## config.mk

```make
export PLATFORM = sky130hd
export DESIGN_NAME = bspl_dist
export DESIGN_NICKNAME = d
export VERILOG_FILES = /design/src/sv/bsp_point_leaf_locator_assert.svh /design/src/sv/bspl_pkg.sv /design/src/sv/bspl_dist.sv
export SDC_FILE = /design/constraint.sdc
export NUM_CORES = 1
export LEC_CHECK = 0
export BUFFER_PORTS_ARGS = -buffer_cell sky130_fd_sc_hd__buf_2
export CORE_ASPECT_RATIO = 0.8
export CORE_MARGIN = 2
export CORE_UTILIZATION = 50
export DETAILED_ROUTE_END_ITERATION = 12
export PLACE_DENSITY = 0.71
export SLEW_MARGIN = 20
export SYNTH_ARGS = -nofsm -noshare
export SYNTH_HDL_FRONTEND = slang
export SYNTH_SLANG_ARGS = --single-unit
```

## constraint.sdc

```tcl
create_clock -name i_clk -period 22.8 [get_ports i_clk]
set_input_delay 2.28 -clock i_clk [delete_from_list [all_inputs] [get_ports i_clk]]
set_output_delay 2.28 -clock i_clk [all_outputs]
set_load 0.01 [all_outputs]
```

## src/sv/bsp_point_leaf_locator_assert.svh

```systemverilog
// Assertion macros shared by the point locator RTL.
`ifndef BSP_POINT_LEAF_LOCATOR_ASSERT_SVH
`define BSP_POINT_LEAF_LOCATOR_ASSERT_SVH

// Same-cycle implication, checked out of reset.
`define BSPL_ASSERT_IMP(lbl, ante, cons, msg) \
    lbl: assert property (@(posedge i_clk) disable iff (!i_rst_n) (ante) |-> (cons)) \
        else $error(msg);

// Next-cycle implication, checked out of reset.
`define BSPL_ASSERT_NXT(lbl, ante, cons, msg) \
    lbl: assert property (@(posedge i_clk) disable iff (!i_rst_n) (ante) |=> (cons)) \
        else $error(msg);

`endif

```

## src/sv/bspl_pkg.sv

```systemverilog
// Types, constants and item codes of the BSP point locator.
package bspl_pkg;

    localparam int NODE_COUNT  = 1024;
    localparam int PLANE_COUNT = 1024;
    localparam int LEAF_COUNT  = 1024;
    localparam int COORD_W     = 24;

    localparam int NODE_AW   = $clog2(NODE_COUNT);
    localparam int PLANE_AW  = $clog2(PLANE_COUNT);
    localparam int LEAF_W    = $clog2(LEAF_COUNT);
    localparam int CHILD_W   = 11;
    localparam int NORM_W    = 16;
    localparam int NORM_FRAC = 14;
    localparam int PROD_W    = NORM_W + COORD_W;
    // three products plus the scaled offset, exact
    localparam int DIST_W    = PROD_W + 2;

    localparam int S_DATA_W = 192;
    localparam int M_DATA_W = 16;

    // item kinds on the input tuser
    localparam logic [1:0] K_NODE   = 2'd0;
    localparam logic [1:0] K_PLANE  = 2'd1;
    localparam logic [1:0] K_LOCATE = 2'd2;

    typedef struct packed {
        logic signed [CHILD_W-1:0] back;
        logic signed [CHILD_W-1:0] front;
        logic [PLANE_AW-1:0]       plane;
    } t_node;

    typedef struct packed {
        logic signed [COORD_W-1:0] d;
        logic signed [NORM_W-1:0]  c;
        logic signed [NORM_W-1:0]  b;
        logic signed [NORM_W-1:0]  a;
    } t_plane;

    typedef struct packed {
        logic done;
        logic neg;
    } t_dist_res;

endpackage

```

## src/sv/bspl_dist.sv

```systemverilog
// Signed plane distance a*x+b*y+c*z-d*2^14 on one shared multiplier.
module bspl_dist (
    input  logic                             i_clk,
    input  logic                             i_rst_n,
    input  logic                             i_start,
    input  bspl_pkg::t_plane                 i_plane,
    input  logic signed [bspl_pkg::COORD_W-1:0] i_x,
    input  logic signed [bspl_pkg::COORD_W-1:0] i_y,
    input  logic signed [bspl_pkg::COORD_W-1:0] i_z,
    output bspl_pkg::t_dist_res              o_res
);
    import bspl_pkg::*;

    logic [1:0] r_step;
    logic [1:0] n_step;
    logic       r_done;
    logic       n_done;

    logic signed [NORM_W-1:0]  r_b;
    logic signed [NORM_W-1:0]  r_c;
    logic signed [COORD_W-1:0] r_y;
    logic signed [COORD_W-1:0] r_z;
    logic signed [PROD_W-1:0]  r_prod;
    logic signed [DIST_W-1:0]  r_acc;
    logic signed [DIST_W-1:0]  n_acc;
    logic signed [NORM_W-1:0]  mul_a;
    logic signed [COORD_W-1:0] mul_b;
    logic signed [PROD_W-1:0]  mul_p;
    logic signed [DIST_W-1:0]  off_ext;

    always_comb begin
        mul_a = i_plane.a;
        mul_b = i_x;
        if (r_step == 2'd1) begin
            mul_a = r_b;
            mul_b = r_y;
        end else if (r_step == 2'd2) begin
            mul_a = r_c;
            mul_b = r_z;
        end
        mul_p = mul_a * mul_b;
    end

    assign off_ext = $signed({{(DIST_W - COORD_W){i_plane.d[COORD_W-1]}}, i_plane.d});

    always_comb begin
        n_step = r_step;
        n_done = 1'b0;
        n_acc  = r_acc + DIST_W'(r_prod);
        if (i_start) begin
            n_step = 2'd1;
            n_acc  = -(off_ext <<< NORM_FRAC);
        end else if (r_step == 2'd3) begin
            n_step = 2'd0;
            n_done = 1'b1;
        end else if (r_step != 2'd0) begin
            n_step = r_step + 2'd1;
        end else begin
            n_acc = r_acc;
        end
    end

    always_ff @(posedge i_clk) begin
        if (!i_rst_n) begin
            r_step <= 2'd0;
            r_done <= 1'b0;
        end else begin
            r_step <= n_step;
            r_done <= n_done;
        end
    end

    always_ff @(posedge i_clk) begin
        if (i_start) begin
            r_b <= i_plane.b;
            r_c <= i_plane.c;
            r_y <= i_y;
            r_z <= i_z;
        end
        r_prod <= mul_p;
        r_acc  <= n_acc;
    end

    assign o_res.done = r_done;
    assign o_res.neg  = r_acc[DIST_W-1];

endmodule
```

==> impl_table.tex <==
\begin{tabular}{lr}
\hline
Metric & Value \\
\hline
\multicolumn{2}{l}{\textbf{Synth}} \\
\quad Synth top area cells & fa\_1, edfxtp\_1, ha\_1, inv\_1, nand2\_1 \\
\quad Post-synthesis instance area & $\sim$22,000 sq um \\
\quad Yosys Warn Count & 0 \\
\quad Post-Synthesis Mean Instance Area & 9.330 sq um \\
\quad Commonest cells in the synthesized netlist & inv\_1, fa\_1, nand2\_1 \\
\quad Yosys cell types & between 60 and 70 \\
\quad Sequential share of the synthesized area & 20.43\% \\
\quad Library cell occupying the most area in the post-synthesis netlist & fa\_1 \\
\quad Top-count cell post-synth & inv\_1 \\
\quad EDFF count, synth & 122 \\
\quad Mapped Cells & 2,374 \\
\quad Net Count, Synth & around 3,000 \\
\quad Most instantiated flip-flop cell in the synthesis netlist & edfxtp\_1 \\
\quad Fraction of post-synthesis cell area in the top cell type by area & 33.89\% \\
\quad Register bit count reported by yosys & 165 \\
\quad Async SR Flop Fraction & 0\% \\
\multicolumn{2}{l}{\textbf{Finish}} \\
\quad Net count of the finished layout & roughly 3,200 \\
\quad Count of antenna diodes in the layout & 0 \\
\quad Post-layout instance count excluding filler cells & 3,072 \\
\quad Layout Cell Area excl Fill & 24,130 sq um \\
\quad Area growth from synthesis to layout & 8.936\% \\
\quad Share of final-layout standard cells stronger than drive strength 1 & 9.554\% \\
\multicolumn{2}{l}{\textbf{Setup path}} \\
\quad Slowest cell delay on critical path & between 0.8 and 0.9 ns \\
\quad Critical path's top delay family & adder cells \\
\quad Dominant cell type by count on the critical path & fa\_1 \\
\quad WP data arrival & 9.19 ns \\
\quad Required arrival time at the worst endpoint & 23.20 ns \\
\quad Buffer and inverter count on the worst path & 6 \\
\quad Critical-path cell with the highest stage delay & o21ai\_1 \\
\quad CP max FO & 10 \\
\quad Crit path launch type & input pin \\
\quad Setup Crit Path Kind & in2reg \\
\quad Nature of the critical path endpoint & flip-flop \\
\multicolumn{2}{l}{\textbf{STA}} \\
\quad Hold Vio Cnt, Final & 0 \\
\quad Count of final max-slew check failures & 0 \\
\quad Fin Clk Skew & 0.009566 ns \\
\quad Worst rel slew slack & approximately a quarter \\
\quad Highest clock frequency the design can meet & 0.1137 GHz \\
\quad Final setup TNS & 0 ns \\
\quad Period Utilization, post-route & 38.56\% \\
\quad Minimum clock period after layout & 8.793 ns \\
\quad Unrepaired setup endpoints after global routing & no \\
\quad Number of failing setup endpoints in the final timing report & 0 \\
\quad Actual transition at the worst max-transition pin & 1.112 ns \\
\multicolumn{2}{l}{\textbf{GRT}} \\
\quad Tot GR Track Use & 26.56\% \\
\quad Global-route wire length before repair & 93,070 um \\
\quad Vias in the first global route & 17,960 \\
\quad Largest net degree at the start of global routing & 72 \\
\quad Number of antenna violations at the first check in global routing & 0 \\
\quad Remaining global-route overflow & 0 \\
\multicolumn{2}{l}{\textbf{Clock tree}} \\
\quad Clock Tree Root & clkbuf\_16 \\
\quad Maximum root-to-sink buffer count & 2 \\
\quad Maximum level of the CTS H-tree & 4 \\
\quad Number of buffers inserted during clock tree synthesis & 17 \\
\quad Count of cells resized by post-cts repair & 0 \\
\quad Clock tree from TritonCTS & built \\
\quad Clock tree sinks & around 170 \\
\quad Hold-fix buffers, CTS & 0 \\
\quad Clk slew on worst S/H paths & 0.07 ns \\
\quad Clock latency reported for the late side of the worst-skew pair & 0.47 ns \\
\quad Post-CTS Setup Inserts & 0 \\
\multicolumn{2}{l}{\textbf{Placed design}} \\
\quad Placed cells & 3,040 \\
\quad Placed cell area & 23,570 sq um \\
\quad Detail Placement HPWL & 46,600 um \\
\quad Routability Congestion & about 0.97 \\
\quad Number of I/O port buffers & between 100 and 150 \\
\multicolumn{2}{l}{\textbf{Drt}} \\
\quad M1 WL & 22,870 um \\
\quad Length of the first detailed-routing pass in iterations & 5 \\
\quad Ratio of routed vias to standard cells & 5.468 \\
\quad Routed length on met3 & between 5000 and 6000 um \\
\quad Sum of met2 wire segment lengths after detailed routing & 27,030 um \\
\quad Detailed Route Iter0 Violations & 1,141 \\
\quad Detailed-route wire length & 56,620 um \\
\quad Total vias in the final route & $\sim$17,000 \\
\quad Top metal layer carrying routed signals & met4 \\
\quad Post-DR wirelength/cell & 18.43 um \\
\quad Antenna-violating nets left & 0 \\
\quad Number of remaining DRC errors & 0 \\
\multicolumn{2}{l}{\textbf{Worst hold path}} \\
\quad Path category of the worst min-delay check & reg2reg \\
\multicolumn{2}{l}{\textbf{Floorplan}} \\
\quad Initial standard-cell utilization of the core & 51.05\% \\
\quad Boundary Pins & 149 \\
\quad Overall die area & 46,010 sq um \\
\quad Core Rows & 68 \\
\quad Die Span X & 239.3 um \\
\quad Die Ht & approximately 190 um \\
\quad Area of the placeable core & roughly 43,000 sq um \\
\multicolumn{2}{l}{\textbf{Job}} \\
\quad Max-cap violation count & 0 \\
\multicolumn{2}{l}{\textbf{Status}} \\
\quad Status & completed \\
\hline
\end{tabular}
==> area by class of cell <==
class                           instances  area, sq um
Timing Repair Buffer                  177        960.9
Clock buffer                           18        439.2
Inverter                              476         1787
Fill cell                            3902        19260
Clock inverter                         14        112.6
Tap cell                              560        700.7
Sequential cell                       165         4524
Multi-Input combinational cell       1662        15610
==> placed cells by master (no fill, tap or decap), types with 8 or more instances in the layout <==
cell type	instances
nand2b_1	20
clkbuf_16	17
o21ai_0	74
and3_1	10
dfxtp_1	43
a21o_1	33
nand2_1	298
mux2i_1	42
and2_1	10
ha_1	142
edfxtp_1	122
o31ai_1	8
fa_1	375
o21ai_1	24
nand3_1	20
nor3_1	18
a21oi_1	79
o21a_1	47
o21bai_1	10
buf_4	30
buf_2	147
xor2_1	34
a211oi_1	9
nor2_1	232
xnor2_1	56
inv_1	476
==> path summary, 6_finish.rpt <==
check,end,cells past startpoint,from,slack (ns)
setup / recovery,r_prod[36],25,i_x[22],14.01
hold / removal,r_step[1],2,r_step[1],0.58
setup reg to reg,r_prod[30],24,r_step[0],14.33
hold reg to reg,r_step[1],2,r_step[1],0.58
==> per-layer routing <==
metal / track usage [%] / up-vias
met5: 0 / -
met4: 8.149 / 0
met3: 7.567 / 115
met2: 44.75 / 590
met1: 33.28 / 8356
li1: - / 7738
==> sequential cells by signal (all words and copies together), names as in the netlist <==
register,count
r_acc,42
r_b,16
r_c,16
r_done,1
r_prod,40
r_step,2
r_y,24
r_z,24
==> per-stage QoR <==
step	utilization, %	setup WS [ns]	hold WS [ns]
finish	55.61	14.01	0.5768
CTS	55.60	14.15	0.5837
detailed placement	54.33	13.66	0.5737
global route	55.61	13.62	0.6025
floorplan	-	14.41	0.5314
global placement	54.33	13.62	0.5497
==> logic make-up (layout without fill, tap and decap cells) <==
kind of cell / after synthesis / count (layout) / share of synthesized area [%]
simple gates: 669 / 669 / 13.02
buf+inv: 547 / 685 / 9.309
fa+ha+maj: 519 / 519 / 42.03
compound gates: 341 / 341 / 9.693
flops: 165 / 165 / 20.43
xor+xnor: 90 / 90 / 3.559
mux: 43 / 43 / 1.966
==> worst register-to-register path, cell delays in order (launching register included) <==
cell and delay (ns):
dfxtp_1 0.45, ha_4 0.48, buf_4 0.64, o21a_1 0.91
inv_1 0.37, nand2_1 0.16, fa_1 0.44, fa_1 0.49
inv_1 0.05, fa_1 0.49, fa_1 0.43, fa_1 0.48
inv_1 0.05, fa_1 0.48, inv_1 0.04, ha_1 0.32
and3_1 0.19, and3_1 0.18, o211ai_1 0.11, o211ai_1 0.48
a211oi_1 0.19, nor3_1 0.41, a21boi_0 0.15, o21ba_2 0.23
xnor2_1 0.12
Power is not shown: default switching activity piles up to over one toggle a cycle in this logic, so the estimate is an artifact.
